### config.mk
export PLATFORM = sky130hd
export DESIGN_NAME = jsr_div
export DESIGN_NICKNAME = d
export VERILOG_FILES = /design/src/jsr_pkg.sv /design/src/jsr_div.sv
export SDC_FILE = /design/constraint.sdc
export NUM_CORES = 1
export LEC_CHECK = 0
export BUFFER_PORTS_ARGS = -buffer_cell sky130_fd_sc_hd__buf_2
export CAP_MARGIN = 20
export CORE_MARGIN = 5
export CORE_UTILIZATION = 50
export CTS_CLUSTER_SIZE = 30
export DETAILED_ROUTE_END_ITERATION = 8
export GPL_TIMING_DRIVEN = 0
export PLACE_DENSITY = 0.77
export SYNTH_ARGS = -nofsm -noshare
export SYNTH_HDL_FRONTEND = slang
export SYNTH_SLANG_ARGS = --single-unit
### constraint.sdc
create_clock -name clk -period 4.2 [get_ports clk]
set_clock_uncertainty 0.1 [all_clocks]
set_input_delay 0.63 -clock clk [delete_from_list [all_inputs] [get_ports clk]]
set_output_delay 0.63 -clock clk [all_outputs]
set_load 0.01 [all_outputs]
### src/jsr_pkg.sv
// ----------------------------------------------------------------------------
// jsr_pkg
// Shared constants, types and tables for the jittered sinc resampler.
// ----------------------------------------------------------------------------
`default_nettype none

package jsr_pkg;

  // window geometry
  localparam int HALF_TAPS = 32;
  localparam int WIN_LEN   = 2 * HALF_TAPS;
  localparam int WIN_AW    = $clog2(WIN_LEN);
  localparam int JIT_AW    = $clog2(HALF_TAPS);
  localparam int CNT_W     = $clog2(WIN_LEN + 1);

  // word fields
  localparam int SAMPLE_W = 24;
  localparam int JITTER_W = 23;
  localparam int JIT_SHL  = 10;

  // q30 constants
  localparam longint ONE_Q30     = 64'sd1 << 30;
  localparam longint PI_Q30      = 64'sd3373259426;
  localparam longint HALF_PI_Q30 = 64'sd1686629713;

  // angle and tap argument widths
  localparam int     ANG_W = 35;
  localparam longint X_MAX = HALF_TAPS * PI_Q30 + (64'sd1 << 32);
  localparam int     X_W   = $clog2(X_MAX) + 1;
  localparam int     DEN_W = X_W - 1;

  // divider, sine and accumulator widths
  localparam int QW        = 32;
  localparam int MAG_W     = 31;
  localparam int TAP_W     = 32;
  localparam int PROD_W    = SAMPLE_W + TAP_W;
  localparam int PROD_SHR  = 20;
  localparam int TERM_W    = PROD_W - PROD_SHR;
  localparam int ACC_W     = TERM_W + WIN_AW;
  localparam int RND_SHR   = 10;
  localparam int SIN_STEPS = 6;
  localparam int STEP_W    = 3;
  localparam int MAGIC_W   = QW + 1;
  localparam int RCP_W     = QW + MAGIC_W;

  localparam longint OUT_MAX = 64'sd8388607;
  localparam longint OUT_MIN = -64'sd8388608;

  typedef logic signed [SAMPLE_W-1:0] sample_t;
  typedef logic signed [JITTER_W-1:0] jitter_t;

  // reciprocal multipliers of the horner divisors 156, 110, 72, 42, 20 and 6,
  // exact floor quotients for any 32 bit dividend
  function automatic logic [MAGIC_W-1:0] sin_magic(input logic [STEP_W-1:0] step);
    logic [MAGIC_W-1:0] mg;
    unique case (step)
      3'd0:    mg = MAGIC_W'((64'd1 << 40) / 64'd156 + 64'd1);
      3'd1:    mg = MAGIC_W'((64'd1 << 39) / 64'd110 + 64'd1);
      3'd2:    mg = MAGIC_W'((64'd1 << 39) / 64'd72 + 64'd1);
      3'd3:    mg = MAGIC_W'((64'd1 << 38) / 64'd42 + 64'd1);
      3'd4:    mg = MAGIC_W'((64'd1 << 37) / 64'd20 + 64'd1);
      default: mg = MAGIC_W'((64'd1 << 35) / 64'd6 + 64'd1);
    endcase
    return mg;
  endfunction

  // right shift that goes with each reciprocal multiplier
  function automatic logic [6:0] sin_shift(input logic [STEP_W-1:0] step);
    logic [6:0] s;
    unique case (step)
      3'd0:    s = 7'd40;
      3'd1:    s = 7'd39;
      3'd2:    s = 7'd39;
      3'd3:    s = 7'd38;
      3'd4:    s = 7'd37;
      default: s = 7'd35;
    endcase
    return s;
  endfunction

  typedef struct packed {
    logic             start;
    logic [DEN_W-1:0] r0;
    logic [QW-1:0]    bits;
    logic [DEN_W-1:0] den;
  } div_req_t;

  typedef struct packed {
    logic          busy;
    logic          done;
    logic [QW-1:0] q;
  } div_rsp_t;

  typedef struct packed {
    logic              s_rd;
    logic [WIN_AW-1:0] tap;
    logic              j_rd;
  } win_rd_t;

endpackage

`default_nettype wire

### src/jsr_div.sv
// ----------------------------------------------------------------------------
// jsr_div
// Serial restoring divider, one quotient bit per cycle, 32 bits per divide.
// ----------------------------------------------------------------------------
`default_nettype none

module jsr_div (
  input  logic              clk,
  input  logic              rst,
  input  jsr_pkg::div_req_t req,
  output jsr_pkg::div_rsp_t rsp
);

  localparam int CW = $clog2(jsr_pkg::QW);

  logic                      busy;
  logic                      done;
  logic [CW-1:0]             cnt;
  logic [jsr_pkg::DEN_W-1:0] rem;
  logic [jsr_pkg::DEN_W-1:0] den;
  logic [jsr_pkg::QW-1:0]    sh;
  logic [jsr_pkg::QW-1:0]    quo;

  logic [jsr_pkg::DEN_W:0] trial;
  logic [jsr_pkg::DEN_W:0] diff;
  logic                    ge;

  // trial subtract of the next dividend bit
  always_comb begin
    trial = {rem, sh[jsr_pkg::QW-1]};
    diff  = trial - {1'b0, den};
    ge    = trial >= {1'b0, den};
  end

  // control
  always_ff @(posedge clk) begin
    if (rst) begin
      busy <= 1'b0;
      done <= 1'b0;
      cnt  <= '0;
    end else begin
      done <= 1'b0;
      if (req.start) begin
        busy <= 1'b1;
        cnt  <= '0;
      end else if (busy) begin
        cnt <= cnt + 1'b1;
        if (cnt == CW'(jsr_pkg::QW - 1)) begin
          busy <= 1'b0;
          done <= 1'b1;
        end
      end
    end
  end

  // datapath
  always_ff @(posedge clk) begin
    if (req.start) begin
      rem <= req.r0;
      den <= req.den;
      sh  <= req.bits;
    end else if (busy) begin
      rem <= ge ? diff[jsr_pkg::DEN_W-1:0] : trial[jsr_pkg::DEN_W-1:0];
      quo <= {quo[jsr_pkg::QW-2:0], ge};
      sh  <= sh << 1;
    end
  end

  assign rsp.busy = busy;
  assign rsp.done = done;
  assign rsp.q    = quo;

`ifndef SYNTHESIS
  a_start_idle: assert property (@(posedge clk) disable iff (rst) req.start |-> !busy)
    else $error("divider restarted while busy");
  a_done_pulse: assert property (@(posedge clk) disable iff (rst) done |=> !done)
    else $error("divider done held longer than one cycle");
  a_rem_bound: assert property (@(posedge clk) disable iff (rst) busy |-> rem < den)
    else $error("partial remainder not below divisor");
`endif

endmodule

`default_nettype wire

==> impl_metrics.toml <==
[run_status]
status = "finished, final reports clean"

[clock_tree]
postCtsHoldBufs = 0
insertion_delay_ps = 430
cts_resized = 0
cts.sinks = 145
post_cts_buffers = 0
numCtsBuffers = 17
cts_buffer_depth = 2
cts_tree = "yes"
path_clk_slew_ps = 60
clock-root-buffer = "clkbuf_16"
h-tree-depth = 4

[synthesis]
synth_seq_area_share = 0.548
synth_cell_type_count = 58
netlist_instances = 668
ys_seq_elements = 145
synth_area_per_cell_sq_um = 11.7
synth_top_area_frac = 0.530
synth_edf_count = 138
syn-num-nets = 817
syn_area_sq_um = 7810
synth_flop_cell = "edfxtp_1"
yosys_warnings = 0
yosysTopAreaCell = "edfxtp_1"
synth_async_sr_flop_share = 0
synthTopCellsByArea = "edfxtp_1 (53%), ha_1 (6.2%), mux2_2 (4.5%)"

[floorplanning]
start_util = 0.512
die_y_um = 135
dieArea_sq_um = 18200
rows = 45
io_pins = 143
core_area_sq_um = 15300
dieWidth_um = 135

[worst_setup_path]
r2r_setup_slack_ps = 540
crit_path_max_fanout = 10
worstPathCellList = "inv_1 > ha_1 > inv_1 > fa_1 > a21oi_2 > o21ai_2 > a2111oi_4 > o31ai_4 > a31o_4 > a31oi_4 > o21ai_4 > buf_4 > a221o_1"
cp-start-kind = "register"
cp_top_family = "compound AO/OA/AOI/OAI gates"
worstSetupPathType = "register to register"
crit_required_ps = 4260
max_stage_delay_ps = 450
critPathCaptureType = "register"
critPathSlowestCell = "edfxtp_1"
critPathBufInv = 3
worstPathArrival_ps = 3720
cp_num_cells = 13
reg2reg_depth = 13
crit_top_cell = "inv_1"

[sta]
fmax_mhz = 274
fin_crit_ps = 3660
whs_ps = 273
worst_pin_slew_ps = 975
fin_crit_sh = 0.870
hold_viol = 0
slew_headroom = 0.350
drv_slew = 0
setup_violations = 0
rsz0062_at_grt = "no"

[finish]
final_nets = 979
final_area_sq_um = 9400
final_cell_mix = "buf_2 (144), edfxtp_1 (138), inv_1 (57), nand2_1 (52), a21oi_1 (49)"
multi_input_area_sq_um = 3180
final_common_cell = "buf_2"
antennaDiodeCount = 0
drive_above_1_share = 0.266
ff_latch_area_sq_um = 4280
synthToLayoutAreaGrowth_pct = 20.3
fillers = 1280

[placed_design]
io_buffers = 142
dpl_cell_area_sq_um = 8830
dp_hpwl_um = 12800
routabilityCongestion = 0.915

[detailed_routing]
drt-vias-per-instance = 5.48
drtPass1Iterations = 5
drcViolationCount = 0
via_count = 5770
ant_nets = 0
wl_per_cell_um = 16.9
drtIter0Drc = 460
wirelength_um = 17700

[min_path]
hp-class = "primary input to register"
whs_path_depth = 1

[global_route]
grt_max_degree = 56
grt_overflow_total = 0
antenna_found_initial = 0
grtUsageTotal = 0.196
grt_pass1_wl_um = 27700
grt_pass1_vias = 5470

[pwr]
power.total_mw = 5.15
power-per-cell-area_nw_per_um2 = 547
cellLeakagePower_nw = 3.97
irDropWorstVdd_mv = 0.345

[run]
max-cap-violations = 0
metrics by stage:
stage | std cells | util | worst slack, ps | TNS (ps)
after floorplan | 668 | - | 964 | 0
after global placement | 1021 | 0.576 | -183 | -12270
after detailed placement | 1022 | 0.578 | 519 | 0
after CTS | 1053 | 0.616 | 537 | 0
after global routing | 1053 | 0.616 | 392 | 0
final | 1053 | 0.616 | 544 | 0
flip-flops by register name, indices dropped and copies added, names as in the netlist:
| register | flops |
|---|---|
| busy | 1 |
| cnt | 5 |
| sh | 32 |
| rem | 37 |
| done | 1 |
| quo | 32 |
| den | 37 |
logic make-up after synthesis:
kind of cell             count (synthesis)  share of synthesized area
buffers and inverters                   86                     0.0460
flip-flops                             145                      0.548
AO/OA/AOI/OAI                          150                      0.134
adder cells (fa/ha/maj)                 40                     0.0650
AND/OR/NAND/NOR                        159                     0.0946
XOR/XNOR                                35                     0.0392
multiplexers                            53                     0.0729
layout make-up:
cell class	count	area share
flip-flops and latches	145	0.456
multi-input cells	437	0.338
repair buffers	143	0.0785
clock buffers	19	0.0460
well taps	211	0.0281
inverters	57	0.0228
plain buffers	29	0.0154
clock inverters	12	0.0152
cells in the mapped netlist (8+ instances only):
master and count:
xor2_1 16, ha_1 39, o21ai_0 27, edfxtp_1 138, a21o_1 14, mux2i_1 22
nor3_1 9, a21oi_1 49, xnor2_1 19, clkbuf_1 17, nand3_1 17, nand2_1 52
mux2_2 31, nor2_1 45, nand4_1 8, inv_1 57
worst paths after layout:
kind,end,startpoint
hold reg to reg,quo[20]$_DFFE_PP_,quo[19]$_DFFE_PP_
hold / removal,den[26]$_DFFE_PP_,req[26]
setup / recovery,rem[15]$_DFFE_PP_,sh[31]$_DFFE_PP_
setup reg to reg,rem[15]$_DFFE_PP_,sh[31]$_DFFE_PP_
per-layer routing:
layer | vias up | wire, um | track usage
met5 | - | 0 | 0
met4 | 0 | 265 | 0.0538
met3 | 24 | 1380 | 0.0492
met2 | 239 | 8290 | 0.318
met1 | 2717 | 7820 | 0.265
li1 | 2790 | - | -
power breakdown:
part | internal, mW | total, mW | leakage [nW] | switching [mW]
Combinational | 0.750 | 1.76 | 2.28 | 1.01
Clock | 0.922 | 1.48 | 0.281 | 0.563
Sequential | 1.82 | 1.90 | 1.41 | 0.0849
Total | 3.49 | 5.15 | 3.97 | 1.66
Note: power is estimated with default switching activity, not from simulation.
