File: src/jsr_pkg.sv
// ----------------------------------------------------------------------------
// jsr_pkg
// Shared constants, types and tables for the jittered sinc resampler.
// ----------------------------------------------------------------------------
`default_nettype none

package jsr_pkg;

  // window geometry
  localparam int HALF_TAPS = 32;
  localparam int WIN_LEN   = 2 * HALF_TAPS;
  localparam int WIN_AW    = $clog2(WIN_LEN);
  localparam int JIT_AW    = $clog2(HALF_TAPS);
  localparam int CNT_W     = $clog2(WIN_LEN + 1);

  // word fields
  localparam int SAMPLE_W = 24;
  localparam int JITTER_W = 23;
  localparam int JIT_SHL  = 10;

  // q30 constants
  localparam longint ONE_Q30     = 64'sd1 << 30;
  localparam longint PI_Q30      = 64'sd3373259426;
  localparam longint HALF_PI_Q30 = 64'sd1686629713;

  // angle and tap argument widths
  localparam int     ANG_W = 35;
  localparam longint X_MAX = HALF_TAPS * PI_Q30 + (64'sd1 << 32);
  localparam int     X_W   = $clog2(X_MAX) + 1;
  localparam int     DEN_W = X_W - 1;

  // divider, sine and accumulator widths
  localparam int QW        = 32;
  localparam int MAG_W     = 31;
  localparam int TAP_W     = 32;
  localparam int PROD_W    = SAMPLE_W + TAP_W;
  localparam int PROD_SHR  = 20;
  localparam int TERM_W    = PROD_W - PROD_SHR;
  localparam int ACC_W     = TERM_W + WIN_AW;
  localparam int RND_SHR   = 10;
  localparam int SIN_STEPS = 6;
  localparam int STEP_W    = 3;
  localparam int MAGIC_W   = QW + 1;
  localparam int RCP_W     = QW + MAGIC_W;

  localparam longint OUT_MAX = 64'sd8388607;
  localparam longint OUT_MIN = -64'sd8388608;

  typedef logic signed [SAMPLE_W-1:0] sample_t;
  typedef logic signed [JITTER_W-1:0] jitter_t;

  // reciprocal multipliers of the horner divisors 156, 110, 72, 42, 20 and 6,
  // exact floor quotients for any 32 bit dividend
  function automatic logic [MAGIC_W-1:0] sin_magic(input logic [STEP_W-1:0] step);
    logic [MAGIC_W-1:0] mg;
    unique case (step)
      3'd0:    mg = MAGIC_W'((64'd1 << 40) / 64'd156 + 64'd1);
      3'd1:    mg = MAGIC_W'((64'd1 << 39) / 64'd110 + 64'd1);
      3'd2:    mg = MAGIC_W'((64'd1 << 39) / 64'd72 + 64'd1);
      3'd3:    mg = MAGIC_W'((64'd1 << 38) / 64'd42 + 64'd1);
      3'd4:    mg = MAGIC_W'((64'd1 << 37) / 64'd20 + 64'd1);
      default: mg = MAGIC_W'((64'd1 << 35) / 64'd6 + 64'd1);
    endcase
    return mg;
  endfunction

  // right shift that goes with each reciprocal multiplier
  function automatic logic [6:0] sin_shift(input logic [STEP_W-1:0] step);
    logic [6:0] s;
    unique case (step)
      3'd0:    s = 7'd40;
      3'd1:    s = 7'd39;
      3'd2:    s = 7'd39;
      3'd3:    s = 7'd38;
      3'd4:    s = 7'd37;
      default: s = 7'd35;
    endcase
    return s;
  endfunction

  typedef struct packed {
    logic             start;
    logic [DEN_W-1:0] r0;
    logic [QW-1:0]    bits;
    logic [DEN_W-1:0] den;
  } div_req_t;

  typedef struct packed {
    logic          busy;
    logic          done;
    logic [QW-1:0] q;
  } div_rsp_t;

  typedef struct packed {
    logic              s_rd;
    logic [WIN_AW-1:0] tap;
    logic              j_rd;
  } win_rd_t;

endpackage

`default_nettype wire

File: src/jsr_window.sv
// ----------------------------------------------------------------------------
// jsr_window
// Circular sample window and jitter delay memories with registered reads.
// ----------------------------------------------------------------------------
`default_nettype none

module jsr_window (
  input  logic              clk,
  input  logic              rst,
  input  logic              push,
  input  logic              op,
  input  jsr_pkg::sample_t  sample,
  input  jsr_pkg::jitter_t  jitter,
  output logic              trigger,
  input  jsr_pkg::win_rd_t  rd,
  output jsr_pkg::sample_t  smp_data,
  output jsr_pkg::jitter_t  jit_data
);

  jsr_pkg::sample_t smem [jsr_pkg::WIN_LEN];
  jsr_pkg::jitter_t jmem [jsr_pkg::HALF_TAPS];

  logic [jsr_pkg::WIN_AW-1:0]    wp;
  logic [jsr_pkg::JIT_AW-1:0]    jp;
  logic [jsr_pkg::CNT_W-1:0]     cnt;
  logic [jsr_pkg::HALF_TAPS-1:0] pv;
  logic [jsr_pkg::HALF_TAPS-1:0] pv_next;
  jsr_pkg::sample_t              s_q;
  logic                          s_vld;

  logic [jsr_pkg::WIN_AW:0]   addr_sum;
  logic [jsr_pkg::WIN_AW-1:0] raddr;
  logic [jsr_pkg::CNT_W:0]    age_sum;
  logic                       tap_vld;

  // pending flags shift with every word; a data word at the head triggers
  assign pv_next = {~op, pv[jsr_pkg::HALF_TAPS-1:1]};
  assign trigger = pv_next[0];

  // tap k sits k places after the oldest entry
  always_comb begin
    addr_sum = {1'b0, wp} + {1'b0, rd.tap};
    if (addr_sum >= (jsr_pkg::WIN_AW+1)'(jsr_pkg::WIN_LEN)) begin
      addr_sum = addr_sum - (jsr_pkg::WIN_AW+1)'(jsr_pkg::WIN_LEN);
    end
    raddr   = addr_sum[jsr_pkg::WIN_AW-1:0];
    age_sum = (jsr_pkg::CNT_W+1)'(rd.tap) + {1'b0, cnt};
    tap_vld = age_sum >= (jsr_pkg::CNT_W+1)'(jsr_pkg::WIN_LEN);
  end

  // pointers, push count and pending flags
  always_ff @(posedge clk) begin
    if (rst) begin
      wp  <= '0;
      jp  <= '0;
      cnt <= '0;
      pv  <= '0;
    end else if (push) begin
      wp  <= (wp == jsr_pkg::WIN_AW'(jsr_pkg::WIN_LEN - 1)) ? '0 : wp + 1'b1;
      jp  <= (jp == jsr_pkg::JIT_AW'(jsr_pkg::HALF_TAPS - 1)) ? '0 : jp + 1'b1;
      if (cnt != jsr_pkg::CNT_W'(jsr_pkg::WIN_LEN)) begin
        cnt <= cnt + 1'b1;
      end
      pv  <= pv_next;
    end
  end

  // sample memory; entries older than the push count read as zero
  always_ff @(posedge clk) begin
    if (push) begin
      smem[wp] <= op ? '0 : sample;
    end
    if (rd.s_rd) begin
      s_q   <= smem[raddr];
      s_vld <= tap_vld;
    end
  end

  // jitter memory; the slot after the newest holds the head word
  always_ff @(posedge clk) begin
    if (push && !op) begin
      jmem[jp] <= jitter;
    end
    if (rd.j_rd) begin
      jit_data <= jmem[jp];
    end
  end

  assign smp_data = s_vld ? s_q : '0;

endmodule

`default_nettype wire

File: config.mk
export PLATFORM = sky130hd
export DESIGN_NAME = jsr_window
export DESIGN_NICKNAME = d
export VERILOG_FILES = /design/src/jsr_pkg.sv /design/src/jsr_window.sv
export SDC_FILE = /design/constraint.sdc
export NUM_CORES = 2
export LEC_CHECK = 0
export BUFFER_PORTS_ARGS = -buffer_cell sky130_fd_sc_hd__buf_2
export CORE_ASPECT_RATIO = 1.75
export CORE_MARGIN = 1.5
export CORE_UTILIZATION = 45
export DETAILED_ROUTE_END_ITERATION = 12
export HOLD_SLACK_MARGIN = 0.03
export PLACE_DENSITY = 0.63
export SKIP_CTS_REPAIR_TIMING = 1
export SLEW_MARGIN = 20
export SYNTH_ARGS = -nofsm -noshare
export SYNTH_HDL_FRONTEND = slang
export SYNTH_SLANG_ARGS = --single-unit
File: constraint.sdc
create_clock -name clk -period 3.2 [get_ports clk]
set_input_delay 0.16 -clock clk [delete_from_list [all_inputs] [get_ports clk]]
set_output_delay 0.16 -clock clk [all_outputs]
set_load 0.02 [all_outputs]
==> metrics.txt <==
status=finished, violations left; failing checks=DRC, setup timing; Worst-path clk slew=0.07 ns; reg2reg setup slack=-0.44 ns; Distinct cells, synth=46; cell taking the most area after synthesis=edfxtp_1; kind of critical path=register to register; Worst Path Arrival=4.23 ns; Slowest-stage cell, CP=fa_4; vias in the first global route=47100; hold depth=3; DR vias/cell=5.98; HPWL Detailed=roughly 150 mm; clk_lat worst skew=about 0.86 ns; Critical path buffers and inverters=4; WHS Endpoint=smem[46][23]$_DFFE_PP_; Clock Skew=0.0689 ns; # setup viols final=24; RePlAce Congestion=0.893; starting DRC count in detailed routing=4516; Num Clock Sinks=2369; Top FF cell, synth=edfxtp_1; dpl ws=-1.13 ns; DIE WIDTH=343 um; TritonCTS Buffers=about 220; Worst Min Path Start=sample[23]; first-pass GRT wire length=340 mm; # rows=218; die area=205000 um^2; total wire length=245 mm; RSZ-0062 raised after global routing=true; CP cell instances=ha_4, inv_2, fa_4, buf_12, clkbuf_16, buf_4, mux4_2, and2_4, a2111oi_4, a31oi_4, mux2i_4, mux2i_1; Post-synth top cells=2320 x edfxtp_1, 568 x mux4_2, 210 x nand2_1; post-synthesis async set-or-reset flop share=0%; gr ovfl total=0; layout cell share with drive strength beyond 1=35.7%; IO Pins=107; total core area=201000 um^2; final number of hold-violating endpoints=0; top cells by area, synth=edfxtp_1 76%, mux4_2 14%, mux2i_1 1.2%; Finished Core Util=54.2%; GRT Util Overall=23.4%; Max-slew headroom=between 30% and 40%; Hold Path Class=primary input to register; largest net degree at the start of global routing=about 70; Leakage=34.1 nW; number of synthesized register bits=about 2400; R2R depth=12; syn_nets=4312; Mapped Area=91100 um^2; register area share after synthesis=77.5%; CP max FO=5; fmax=0.274 GHz; number of synthesized flops with an enable pin=2320; P&R area growth vs syn=19.8%; Worst setup EP type=register; reg2reg start=wp[0]$_SDFFE_PP0P_; WP data required=3.79 ns; Tmin final=3.64 ns; area share of the largest cell type after synthesis=76.5%; Avg Inst Size Synth=~22 um^2; DR WL/cell=31.9 um; fillers=15300; Least-Margin Pin Slew=0.939 ns; Multi-input gate area=22000 um^2; buffer levels on the longest clock path=4; Final ANT Viol Nets=0; Gate Count Post-Synth=roughly 4200; Hold WS=around 0.090 ns; I/O Buffers=106; Final Cycle Share=114%; # H-tree levels=4; P per Cell Area=626 nW/um^2; Die Span Y=598 um; clock root cell=clkbuf_16; Peak VDD IR=0.667 mV; Worst Slack Setup Final=-0.444 ns; Synth Warn #=0; nets=4945; initial antenna violation count=8; flip-flop and latch area=70700 um^2; max-cap violation count=0; startpoint class of the critical path=register; R2R Path End=s_q[7]$_DFFE_PP_; Slew Limit Fails=0; TritonRoute pass-1 iters=12; crit-path max cell delay=slightly above 0.8 ns; CTS tree=done; Setup TNS=-7.48 ns; via total after detailed routing=45800; delay-heaviest family, CP=adder cells; Starting Density=45.3%; count leader, synth=edfxtp_1; DRC viols=26
## sequential cells by signal, indices dropped and copies added, names as in the netlist
register  flops
smem       1536
jmem        736
pv           31
s_q          24
jit_data     23
cnt           7
wp            6
jp            5
s_vld         1
## cell type report
cell class	count	area share [%]
Sequential cell	2369	64.7
Multi-Input combinational cell	1596	20.1
Timing Repair Buffer	671	5.98
Clock buffer	257	5.15
Tap cell	2640	3.03
Clock inverter	114	0.936
Inverter	11	0.0378
Antenna cell	8	0.0183
## metrics by stage
step                power [mW]  cell area [um^2]  cells
finish                    68.4            109000   7666
global route              70.2            109000   7661
CTS                       67.3            106000   7562
detailed placement        42.6             99100   7191
global placement          42.6             99100   7191
floorplan                 39.0             91100   4232
## layout by cell type, fill, tap and decap left out, drive strengths merged, types with 6 or more instances in the layout
cell | synthesis | final
edfxtp | 2320 | 2320
nor2b | 28 | 28
nand2 | 210 | 210
ha | 19 | 19
mux2i | 107 | 107
buf | 98 | 616
and2 | 121 | 121
clkinvlp | 0 | 8
mux4 | 568 | 568
a2111oi | 96 | 96
xor2 | 9 | 9
nand4 | 29 | 29
a21oi | 6 | 6
diode | 0 | 8
nand3 | 7 | 7
a31oi | 96 | 96
bufinv | 0 | 16
nor2 | 150 | 150
nand3b | 8 | 8
a22oi | 93 | 93
inv | 11 | 15
clkbuf | 158 | 272
clkinv | 0 | 86
dlygate4sd3 | 0 | 40
dfxtp | 49 | 49
## cell families (layout without fill, tap and decap cells)
kind of cell | Yosys count | after routing | share of synthesized area, %
simple gates | 581 | 581 | 3.04
mux | 675 | 675 | 15.2
fa+ha+maj | 21 | 21 | 0.305
other cells | 0 | 8 | 0
xor+xnor | 14 | 14 | 0.135
compound gates | 305 | 305 | 2.49
buf+inv | 267 | 1053 | 1.27
flops | 2369 | 2369 | 77.5
## worst max-delay path by stage
stage / startpoint / slack, ns / depth (start not counted) / to
final: wp[0]$_SDFFE_PP0P_ / -0.44 / 12 / s_q[7]$_DFFE_PP_
after global routing: wp[0]$_SDFFE_PP0P_ / -0.46 / 12 / s_q[7]$_DFFE_PP_
after detailed placement: wp[0]$_SDFFE_PP0P_ / -1.13 / 11 / s_q[7]$_DFFE_PP_
after CTS: wp[0]$_SDFFE_PP0P_ / -1.16 / 11 / s_q[7]$_DFFE_PP_
after global placement: wp[0]$_SDFFE_PP0P_ / -1.06 / 11 / s_q[7]$_DFFE_PP_
after floorplan: wp[1]$_SDFFE_PP0P_ / 0.06 / 11 / s_q[10]$_DFFE_PP_
## power breakdown
part           internal [mW]  switching [mW]  total [mW]  leakage (nW)
Combinational           4.21            4.89        9.10          10.1
Clock                   13.8            11.1        24.9          3.24
Sequential              34.3           0.121        34.4          20.8
Total                   52.2            16.1        68.4          34.1
## routing by layer
layer | part of all wire (%) | vias to the layer above | GRT usage [%]
met5 | 0 | - | 0
li1 | - | 19000 | -
met4 | 6.8 | 0 | 14.1
met1 | 34 | 24400 | 27.1
met3 | 5.6 | 537 | 2.72
met2 | 53 | 1894 | 41.6
## worst register-to-register path: stages, from the launching register on
cell and delay (ns):
dfxtp_2 0.36, ha_4 0.14, inv_2 0.04, fa_4 0.83, buf_12 0.15, clkbuf_16 0.17, buf_4 0.15, mux4_2 0.32
and2_4 0.21, a2111oi_4 0.50, a31oi_4 0.13, mux2i_4 0.25, mux2i_1 0.12
No activity file was read; power rests on OpenSTA's default activity.
